[src/rtl/assert_macros.svh]
// Assertion macros shared by the caster RTL.
// Used by the controller and datapath files; no other dependencies.
`ifndef ASSERT_MACROS_SVH
`define ASSERT_MACROS_SVH

// Implication checked on every clock edge outside reset.
`define GRC_ASSERT_IMPL(label, clk, rst, ante, cons, msg) \
   label: assert property (@(posedge clk) disable iff (rst) (ante) |-> (cons)) \
      else $error(msg);

// Antecedent followed by a consequent in the next cycle.
`define GRC_ASSERT_NEXT(label, clk, rst, ante, cons, msg) \
   label: assert property (@(posedge clk) disable iff (rst) (ante) |=> (cons)) \
      else $error(msg);

`endif

[src/rtl/grc_pkg.sv]
// Types, constants and codes for the grid ray caster.
// No dependencies; used by grc_ctrl, grc_dp and the top level.
package grc_pkg;

   localparam int MAP_SIDE      = 32;
   localparam int POS_FRAC_BITS = 11;
   localparam int CELL_W        = $clog2(MAP_SIDE);
   localparam int MAP_DEPTH     = MAP_SIDE * MAP_SIDE;
   localparam int ADDR_W        = $clog2(MAP_DEPTH);
   localparam int MAX_STEPS     = 2 * MAP_SIDE + 2;
   localparam int STEP_W        = $clog2(MAX_STEPS + 1);
   localparam int COORD_W       = CELL_W + 2;
   localparam int POS_W         = 16;
   localparam int DIR_W         = 16;
   localparam int DELTA_W       = 16;
   localparam int SIDE_W        = POS_FRAC_BITS + 1 + DELTA_W + STEP_W + 1;
   localparam int MAG_W         = CELL_W + POS_FRAC_BITS + 1;
   localparam int QSH           = 20 - POS_FRAC_BITS;
   localparam int DIVD_W        = MAG_W + QSH;
   localparam int DIV_CNT_W     = $clog2(DIVD_W);
   localparam int REM_W         = DIR_W + 1;
   localparam int DIST_W        = 16;
   localparam int CODE_W        = 8;
   localparam int COLOUR_W      = 3;
   localparam int FACE_W        = 2;

   localparam logic [CODE_W-1:0] CODE_COLOUR_LO = 8'd3;
   localparam logic [CODE_W-1:0] CODE_COLOUR_HI = 8'd5;

   localparam logic [FACE_W-1:0] FACE_XNEG = 2'd0;
   localparam logic [FACE_W-1:0] FACE_YNEG = 2'd1;
   localparam logic [FACE_W-1:0] FACE_XPOS = 2'd2;
   localparam logic [FACE_W-1:0] FACE_YPOS = 2'd3;

   localparam logic FUNC_WRITE = 1'b0;
   localparam logic FUNC_CAST  = 1'b1;

   typedef struct packed {
      logic                      func;
      logic [4:0]                cell_col;
      logic [4:0]                cell_row;
      logic [CODE_W-1:0]         cell_code;
      logic [POS_W-1:0]          ray_pos_x;
      logic [POS_W-1:0]          ray_pos_y;
      logic signed [DIR_W-1:0]   ray_dir_x;
      logic signed [DIR_W-1:0]   ray_dir_y;
      logic [DELTA_W-1:0]        delta_x;
      logic [DELTA_W-1:0]        delta_y;
   } req_type;

   typedef struct packed {
      logic [4:0]                hit_col;
      logic [4:0]                hit_row;
      logic [FACE_W-1:0]         face_side;
      logic [DIST_W-1:0]         wall_distance;
      logic [CODE_W-1:0]         wall_code;
      logic [COLOUR_W-1:0]       colour_index;
      logic                      escaped;
   } rsp_type;

   typedef enum logic [2:0] {
      ST_CLEAR,
      ST_IDLE,
      ST_STEP,
      ST_LOOK,
      ST_DIV,
      ST_FIN_HIT,
      ST_FIN_ESC
   } state_type;

   typedef struct packed {
      logic clear_step;
      logic write;
      logic load;
      logic step;
      logic hit;
      logic div_step;
      logic out_hit;
      logic out_escape;
   } cmd_type;

   typedef struct packed {
      logic clear_done;
      logic outside;
      logic code_nz;
      logic steps_max;
      logic div_done;
   } sts_type;

endpackage

[src/rtl/grc_ctrl.sv]
// Control state machine of the ray caster: clear sweep, cell stepping, divide, result.
// Depends on grc_pkg and assert_macros.svh.
`include "assert_macros.svh"
module grc_ctrl (
   input  logic              clock,
   input  logic              reset,
   input  logic              req_valid,
   output logic              req_ready,
   input  logic              req_func,
   output logic              rsp_valid,
   input  logic              rsp_ready,
   output grc_pkg::cmd_type  cmd,
   input  grc_pkg::sts_type  sts
);
   import grc_pkg::*;

   state_type state_ff, state_in;
   logic      rsp_valid_ff, rsp_valid_in;
   logic      accept;
   logic      slot_free;

   assign accept    = req_valid && req_ready;
   assign slot_free = !rsp_valid_ff || rsp_ready;

   always_comb begin
      state_in = state_ff;
      unique case (state_ff)
         ST_CLEAR: begin
            if (sts.clear_done) state_in = ST_IDLE;
         end
         ST_IDLE: begin
            if (req_valid && req_func == FUNC_CAST) state_in = ST_STEP;
         end
         ST_STEP: state_in = ST_LOOK;
         ST_LOOK: begin
            priority if (sts.outside)   state_in = ST_FIN_ESC;
            else if (sts.code_nz)       state_in = ST_DIV;
            else if (sts.steps_max)     state_in = ST_FIN_ESC;
            else                        state_in = ST_STEP;
         end
         ST_DIV: begin
            if (sts.div_done) state_in = ST_FIN_HIT;
         end
         ST_FIN_HIT, ST_FIN_ESC: begin
            if (slot_free) state_in = ST_IDLE;
         end
         default: state_in = ST_IDLE;
      endcase
   end

   always_comb begin
      cmd       = '0;
      req_ready = 1'b0;
      unique case (state_ff)
         ST_CLEAR: cmd.clear_step = 1'b1;
         ST_IDLE: begin
            req_ready = 1'b1;
            cmd.write = accept && (req_func == FUNC_WRITE);
            cmd.load  = accept && (req_func == FUNC_CAST);
         end
         ST_STEP: cmd.step = 1'b1;
         ST_LOOK: cmd.hit = !sts.outside && sts.code_nz;
         ST_DIV: cmd.div_step = 1'b1;
         ST_FIN_HIT: cmd.out_hit = slot_free;
         ST_FIN_ESC: cmd.out_escape = slot_free;
         default: cmd = '0;
      endcase
   end

   always_comb begin
      rsp_valid_in = rsp_valid_ff;
      if (cmd.out_hit || cmd.out_escape) begin
         rsp_valid_in = 1'b1;
      end else if (rsp_ready) begin
         rsp_valid_in = 1'b0;
      end
   end

   always_ff @(posedge clock) begin
      if (reset) begin
         state_ff     <= ST_CLEAR;
         rsp_valid_ff <= 1'b0;
      end else begin
         state_ff     <= state_in;
         rsp_valid_ff <= rsp_valid_in;
      end
   end

   assign rsp_valid = rsp_valid_ff;

   `GRC_ASSERT_IMPL(a_no_overwrite, clock, reset,
      (cmd.out_hit || cmd.out_escape), (!rsp_valid_ff || rsp_ready),
      "result register overwritten while held")
   `GRC_ASSERT_NEXT(a_cast_starts, clock, reset,
      (accept && req_func == FUNC_CAST), (state_ff == ST_STEP),
      "cast transaction did not start stepping")
   `GRC_ASSERT_IMPL(a_ready_idle, clock, reset,
      req_ready, (state_ff == ST_IDLE && !cmd.clear_step),
      "request taken outside idle")

endmodule

[config.mk]
export PLATFORM = sky130hd
export DESIGN_NAME = grc_ctrl
export DESIGN_NICKNAME = d
export VERILOG_FILES = /design/src/rtl/grc_pkg.sv /design/src/rtl/grc_ctrl.sv
export VERILOG_INCLUDE_DIRS = /design/src /design/src/rtl
export SDC_FILE = /design/constraint.sdc
export NUM_CORES = 1
export LEC_CHECK = 0
export ABC_CLOCK_PERIOD_IN_PS = 4100
export BUFFER_PORTS_ARGS = -buffer_cell sky130_fd_sc_hd__buf_2
export CORE_AREA = 5 5 42 44
export DETAILED_ROUTE_END_ITERATION = 12
export DIE_AREA = 0 0 47 49
export PLACE_DENSITY = 0.5
export SLEW_MARGIN = 25
export SYNTH_ARGS = -nofsm -noshare
export SYNTH_HDL_FRONTEND = slang
export SYNTH_SLANG_ARGS = --single-unit
export TNS_END_PERCENT = 100
[constraint.sdc]
create_clock -name clock -period 4.1 [get_ports clock]
set_clock_uncertainty 0.2 [all_clocks]
set_input_delay 0.41 -clock clock [delete_from_list [all_inputs] [get_ports clock]]
set_output_delay 0.41 -clock clock [all_outputs]
set_load 0.02 [all_outputs]
==> flow_summary.json, run 1 <==
{
  "post_cts_resized": 0,
  "synth_edf_count": 0,
  "start_util_pct": 22.1,
  "gp_congestion": 0.674,
  "crit_buf_inv": 1,
  "power_frac_seq_pct": 35.2,
  "die_area_sq_um": 2300,
  "yosys_register_bits": 4,
  "netlist_area_sq_um": 310,
  "crit_chain": "and2_1, and3_1, buf_2",
  "rsz0062_at_grt": "false",
  "p_comb_share_pct": 33.7,
  "synthToLayoutAreaGrowth_pct": 37.9,
  "drcViolationCount": 0,
  "grt_max_degree": 15,
  "cts.path.max_buffers": 2,
  "period_minus_slack_ns": 1.94,
  "finalSetupViolCount": 0,
  "tightestPinTransition_ns": 0.421,
  "powerDensity_nw_per_um2": 365,
  "power_w": 0.000156,
  "fmax_mhz": 514,
  "cts-htree-levels": 1,
  "first_pass_iters": 3,
  "die_w_um": 47,
  "dieHeight_um": 49,
  "leakage_nw": 0.203,
  "yosysTopAreaCellShare_pct": 25.8,
  "nNetsFinal": 73,
  "synth_xor_xnor_area_share_pct": 2.82,
  "routed_wirelength_um": 849,
  "hold_viol_final": 0,
  "grt.overflow.total": 0,
  "cts_hold_buf": 0,
  "critPathLaunchType": "register",
  "p_switching_w": 0.0000568,
  "antenna_found_initial": 0,
  "antenna_cells": 0,
  "tritoncts": "built",
  "port_buffers": 19,
  "syn_area_per_cell_sq_um": 7.39,
  "drt_first_iter_violations": 5,
  "synth-simple-area-share_pct": 52.0,
  "root_buffer": "clkbuf_4",
  "slew-limit-headroom_pct": 71.9,
  "synth_top_area_cell": "dfxtp_1",
  "intPower_w": 0.0000995,
  "slowest_delay_ns": 0.57,
  "vias": 357,
  "dp_hpwl_um": 659,
  "ys_seq_area_share_pct": 25.8,
  "grt_pass1_vias": 324,
  "rows": 14,
  "synthMuxAreaShare_pct": 0,
  "yosysWarnings": 0,
  "drive_gt1_share_pct": 36.1,
  "antenna_left": 0,
  "netSwitchingFraction_pct": 36.3,
  "critical_path_class": "reg -> out",
  "maxCapViolations": 0,
  "grtUsageTotal_pct": 7.88,
  "finalCritPeriodShare_pct": 47.4,
  "cts.sinks": 4,
  "synth_fa_ha_area_share_pct": 0,
  "fin_ws_ns": 2.16,
  "synth.area.top_cells": "dfxtp_1 26%, nor2_1 8.5%, nand2b_1 8.1%",
  "synth_top_family_by_area": "simple AND/OR/NAND/NOR gates",
  "cp-end-kind": "primary output",
  "yosysUniqueCellTypes": 22,
  "crit_arrival_ns": 1.33,
  "place_ws_ns": 2.39,
  "vdd_drop_max_uv": 130,
  "path_max_fanout": 14,
  "syn_nets": 52,
  "ioPinCount": 20,
  "path_delay_family": "flip-flops",
  "nFillCells": 163,
  "pwr-share-clk_pct": 31.1,
  "status": "finished clean",
  "clk_pin_slew_ns": 0.04,
  "critPathSlowestCell": "dfxtp_1",
  "synth_top_flop_cell": "dfxtp_1",
  "ys_async_sr_fraction_pct": 0,
  "avgViaCountPerCell": 4.64,
  "wl_per_cell_um": 11.0,
  "synthTopCellsByCount": "7 x nor2_1, 4 x dfxtp_1, 4 x nand2b_1, 3 x nand2_1",
  "fin_tns_setup_ns": 0,
  "core_sq_um": 1400,
  "cts_setup_buffers": 0,
  "drv_slew": 0,
  "hold_class": "in -> reg",
  "insertion_delay_ns": 0.24,
  "cp.required_ns": 3.49,
  "synth_compound_area_share_pct": 12.9,
  "cts_buffers": 3,
  "syn_inst": 42,
  "grt_pass1_wl_mm": 1.28,
  "yosysMostFrequentCell": "nor2_1"
}
[through the flow]
step / std cells / hold WS (ns) / cell area [sq um] / utilization (%)
after floorplan: 42 / 0.279 / 310 / -
after global placement: 74 / 0.344 / 405 / 28.9
after detailed placement: 74 / 0.346 / 405 / 28.9
after CTS: 77 / 0.204 / 428 / 30.5
after global routing: 77 / 0.227 / 428 / 30.5
final: 77 / 0.211 / 428 / 30.5
[worst paths after layout]
path | from | to | slack [ns] | cells after the start
worst max register to register | state_ff[0] | state_ff[1] | 2.41 | 4
worst min-delay path | reset | rsp_valid | 0.21 | 2
worst min register to register | rsp_valid | rsp_valid | 0.37 | 2
worst max-delay path | state_ff[0] | cmd[5] | 2.16 | 3
[power groups by stage]
stage                logic, W  registers [W]  clock network (W)
floorplan           0.0000459      0.0000468                  0
global placement    0.0000536      0.0000553                  0
detailed placement  0.0000532      0.0000555                  0
CTS                 0.0000535      0.0000549          0.0000515
global route        0.0000582      0.0000568          0.0000538
finish              0.0000527      0.0000550          0.0000486
[cell type report]
cell class                      instances  area, sq um  share of cell area (%)
Tap cell                               16         20.0                    4.68
Multi-Input combinational cell         35          210                    49.1
Timing Repair Buffer                   19         95.1                    22.2
Clock buffer                            3         22.5                    5.26
Sequential cell                         4         80.1                    18.7
[metal layers]
layer | vias up | routed length [um] | track usage, %
li1 | 191 | - | -
met1 | 157 | 386 | 9.85
met2 | 9 | 426 | 10.2
met3 | 0 | 35 | 1.48
met4 | 0 | 0 | 8.29
met5 | - | 0 | 0
[registers in the layout, indices dropped and copies added, names as in the netlist]
| name | count |
|---|---|
| rsp_valid | 1 |
| state_ff | 3 |
[kinds of logic after synthesis]
group / Yosys count
buffers and inverters: 3
XOR/XNOR: 1
AO/OA/AOI/OAI: 6
flip-flops: 4
AND/OR/NAND/NOR: 28
[cell usage in the layout, fill, tap and decap left out]
master / n
a211oi_1: 1
a21oi_1: 1
and2_1: 1
and3_1: 2
and4b_1: 1
buf_2: 19
clkbuf_4: 3
dfxtp_1: 4
nand2_1: 3
nand2b_1: 4
nand3_1: 1
nand3b_1: 1
nand4b_1: 2
nor2_1: 7
nor2b_1: 1
nor3_1: 2
nor3b_1: 2
o21ai_0: 2
o41ai_1: 2
or3b_1: 1
xor2_1: 1
Note: power is estimated with default switching activity, not from simulation.
==> run 2: changes to the inputs <==
- ABC_AREA: unset -> 1
- ABC_CLOCK_PERIOD_IN_PS: 4100 -> 1900
- PLACE_DENSITY: 0.5 -> 0.51
- clock period: 4.1 -> 1.9 ns (I/O delays scaled with it)
==> run 2 against run 1 <==
Routed wire length is 0.59% higher. Count of clock-buffer cells in the layout stayed put. Utilization is 2.4 points higher. Clock power is 120% higher. First-iteration DRC count is 20% higher. Global-route usage is 0.85 points higher. Non-clock buffer count stayed put. Flip-flop and latch count stayed put. Die area stayed put. Cell area is 7.9% higher. Sequential power grew to 3.1 times the previous value. Final cell count is 23% higher. Critical endpoint unchanged. Largest cell class unchanged. Highest routed layer is now met4.
==> flow_summary.json, run 2 <==
{
  "pwr-share-clk_pct": 14.8,
  "critPathLaunchType": "register",
  "synth_top_area_cell": "dfxtp_1",
  "synth_top_flop_cell": "dfxtp_1",
  "avgViaCountPerCell": 4.29,
  "yosys_register_bits": 4,
  "grt_pass1_vias": 388,
  "post_cts_resized": 0,
  "tritoncts": "built",
  "path_delay_family": "flip-flops",
  "port_buffers": 19,
  "antenna_found_initial": 0,
  "power_frac_seq_pct": 22.8,
  "regMostFlops": "state_ff",
  "cts_buffers": 3,
  "layout_commonest_cell": "buf_2",
  "dpl.cell_count": 92,
  "status": "finished clean",
  "crit_chain": "inv_2, nand2_2, nor2_2, inv_1, nor2_1, buf_2",
  "powerDensity_nw_per_um2": 1600,
  "syn_nets": 67,
  "slowest_delay_ns": 0.36,
  "fin_tns_setup_ns": 0,
  "intPower_w": 0.000344,
  "startpoint": "state_ff[2]",
  "fin_util_pct": 32.9,
  "synth_edf_count": 0,
  "yosysTopAreaCellShare_pct": 24.7,
  "cp.required_ns": 1.51,
  "die_area_sq_um": 2300,
  "fmax_mhz": 598,
  "grt_max_degree": 7,
  "ioPinCount": 20,
  "crit_end": "cmd[5]",
  "syn_area_per_cell_sq_um": 5.69,
  "dieHeight_um": 49,
  "wl_per_cell_um": 8.99,
  "grtUsageTotal_pct": 8.73,
  "cts.path.max_buffers": 2,
  "clk_pin_slew_ns": 0.04,
  "finalCritPeriodShare_pct": 88.0,
  "critPathSlowestCell": "dfxtp_1",
  "fin_cells": 95,
  "layout_common_cells": "19 x buf_2, 11 x inv_1, 11 x nor2_1, 10 x nand2_1, 6 x nand3_1",
  "ys_async_sr_fraction_pct": 0,
  "start_util_pct": 23.1,
  "cts_hold_buf": 0,
  "placed_area_sq_um": 439,
  "path_max_fanout": 6,
  "vdd_drop_max_uv": 785,
  "netSwitchingFraction_pct": 53.3,
  "cts_setup_buffers": 0,
  "nNetsFinal": 91,
  "leakage_nw": 0.296,
  "drive_gt1_share_pct": 40.5,
  "crit_buf_inv": 3,
  "yosysUniqueCellTypes": 13,
  "syn_inst": 57,
  "slew-limit-headroom_pct": 82.7,
  "cp-end-kind": "primary output",
  "gp_congestion": 0.857,
  "rr_endpoint": "state_ff[0]",
  "root_buffer": "clkbuf_4",
  "rsz0062_at_grt": "false",
  "cts-htree-levels": 1,
  "synth.area.top_cells": "dfxtp_1 25%, inv_1 13%, nor2_1 13%",
  "hold_class": "in -> reg",
  "period_minus_slack_ns": 1.67,
  "dp_hpwl_um": 724,
  "ys_seq_area_share_pct": 24.7,
  "antenna_left": 0,
  "antenna_cells": 0,
  "critical_path_class": "reg -> out",
  "cts.sinks": 4,
  "routed_wirelength_um": 854,
  "core_sq_um": 1400,
  "finalSetupViolCount": 0,
  "crit_arrival_ns": 1.28,
  "maxCapViolations": 0,
  "r2r_start": "state_ff[2]",
  "insertion_delay_ns": 0.24,
  "rows": 14,
  "drt_first_iter_violations": 6,
  "drv_slew": 0,
  "largest_reg_flops": 3,
  "vias": 408,
  "drcViolationCount": 0,
  "netlist_area_sq_um": 324,
  "tightestPinTransition_ns": 0.259,
  "first_pass_iters": 4,
  "synthToLayoutAreaGrowth_pct": 42.5,
  "die_w_um": 47,
  "p_comb_share_pct": 62.5,
  "cp.depth": 6,
  "p_switching_w": 0.000393,
  "ff2ff_setup_slack_ns": 0.52,
  "grt_pass1_wl_mm": 1.49,
  "reg2reg_depth": 8,
  "grt.overflow.total": 0,
  "yosysWarnings": 0,
  "synthTopCellsByCount": "11 x inv_1, 11 x nor2_1, 10 x nand2_1, 6 x nand3_1, 4 x dfxtp_1",
  "hold_viol_final": 0,
  "fin_area_sq_um": 462
}
==> run 2: cell types whose count changed in the layout (fill, tap and decap cells not counted), moves of 3 or more <==
| cell | before | now |
|---|---|---|
| nand2b_1 | 4 | 0 |
| nand2_1 | 3 | 10 |
| nor2_2 | 0 | 3 |
| nor2_1 | 7 | 11 |
| inv_1 | 0 | 11 |
| nand2_2 | 0 | 3 |
| nand3_1 | 1 | 6 |
==> run 2: worst min-delay path by stage <==
| stage | startpoint | endpoint | slack, ns | cells past startpoint |
|---|---|---|---|---|
| final | reset | state_ff[1] | 0.04 | 4 |
| after global routing | reset | state_ff[0] | 0.06 | 4 |
| after CTS | reset | state_ff[1] | 0.04 | 4 |
| after detailed placement | reset | state_ff[0] | 0.29 | 4 |
| after global placement | reset | state_ff[0] | 0.29 | 4 |
| after floorplan | reset | rsp_valid | 0.18 | 3 |
==> run 2: final cells by class <==
cell class	count	area [sq um]
fillers	165	940
multi-input cells	40	195
repair buffers	19	95.1
flip-flops and latches	4	80.1
inverters	13	48.8
clock buffers	3	22.5
well taps	16	20.0
==> run 2: worst reg2reg max path, delay by kind of cell, from the launching register on <==
family / cells / cell delay (ns)
buffers and inverters: 1 / 0.11
DFF: 1 / 0.36
and+or+nand+nor: 7 / 0.59
==> run 2: cells by family after synthesis <==
group,count (synthesis),synth area share (%)
buf+inv,13,15.1
compound gates,3,5.41
flops,4,24.7
simple gates,37,54.8
==> run 2: per-stage QoR <==
stage | setup WS [ns] | total power, W | hold slack, ns
floorplan | 0.330 | 0.000509 | 0.178
global placement | 0.459 | 0.000641 | 0.294
detailed placement | 0.479 | 0.000634 | 0.288
CTS | 0.215 | 0.000749 | 0.0375
global route | 0.0967 | 0.000827 | 0.0602
finish | 0.228 | 0.000737 | 0.0420
==> run 2: power by group through the flow <==
stage	logic, W	registers [W]	clock network (W)
6_report	0.000460	0.000168	0.000109
5_1_grt	0.000528	0.000176	0.000123
4_1_cts	0.000468	0.000167	0.000114
3_5_place_dp	0.000465	0.000169	0
3_3_place_gp	0.000473	0.000168	0
2_1_floorplan	0.000344	0.000164	0
==> run 2: metal layers <==
metal | routed length, um | track usage (%) | up-vias | share of wire [%]
li1 | - | - | 220 | -
met1 | 364 | 9.43 | 171 | 43
met2 | 406 | 12.9 | 13 | 48
met3 | 47 | 2.95 | 4 | 5.5
met4 | 34 | 7.37 | 0 | 4.0
met5 | 0 | 0 | - | 0
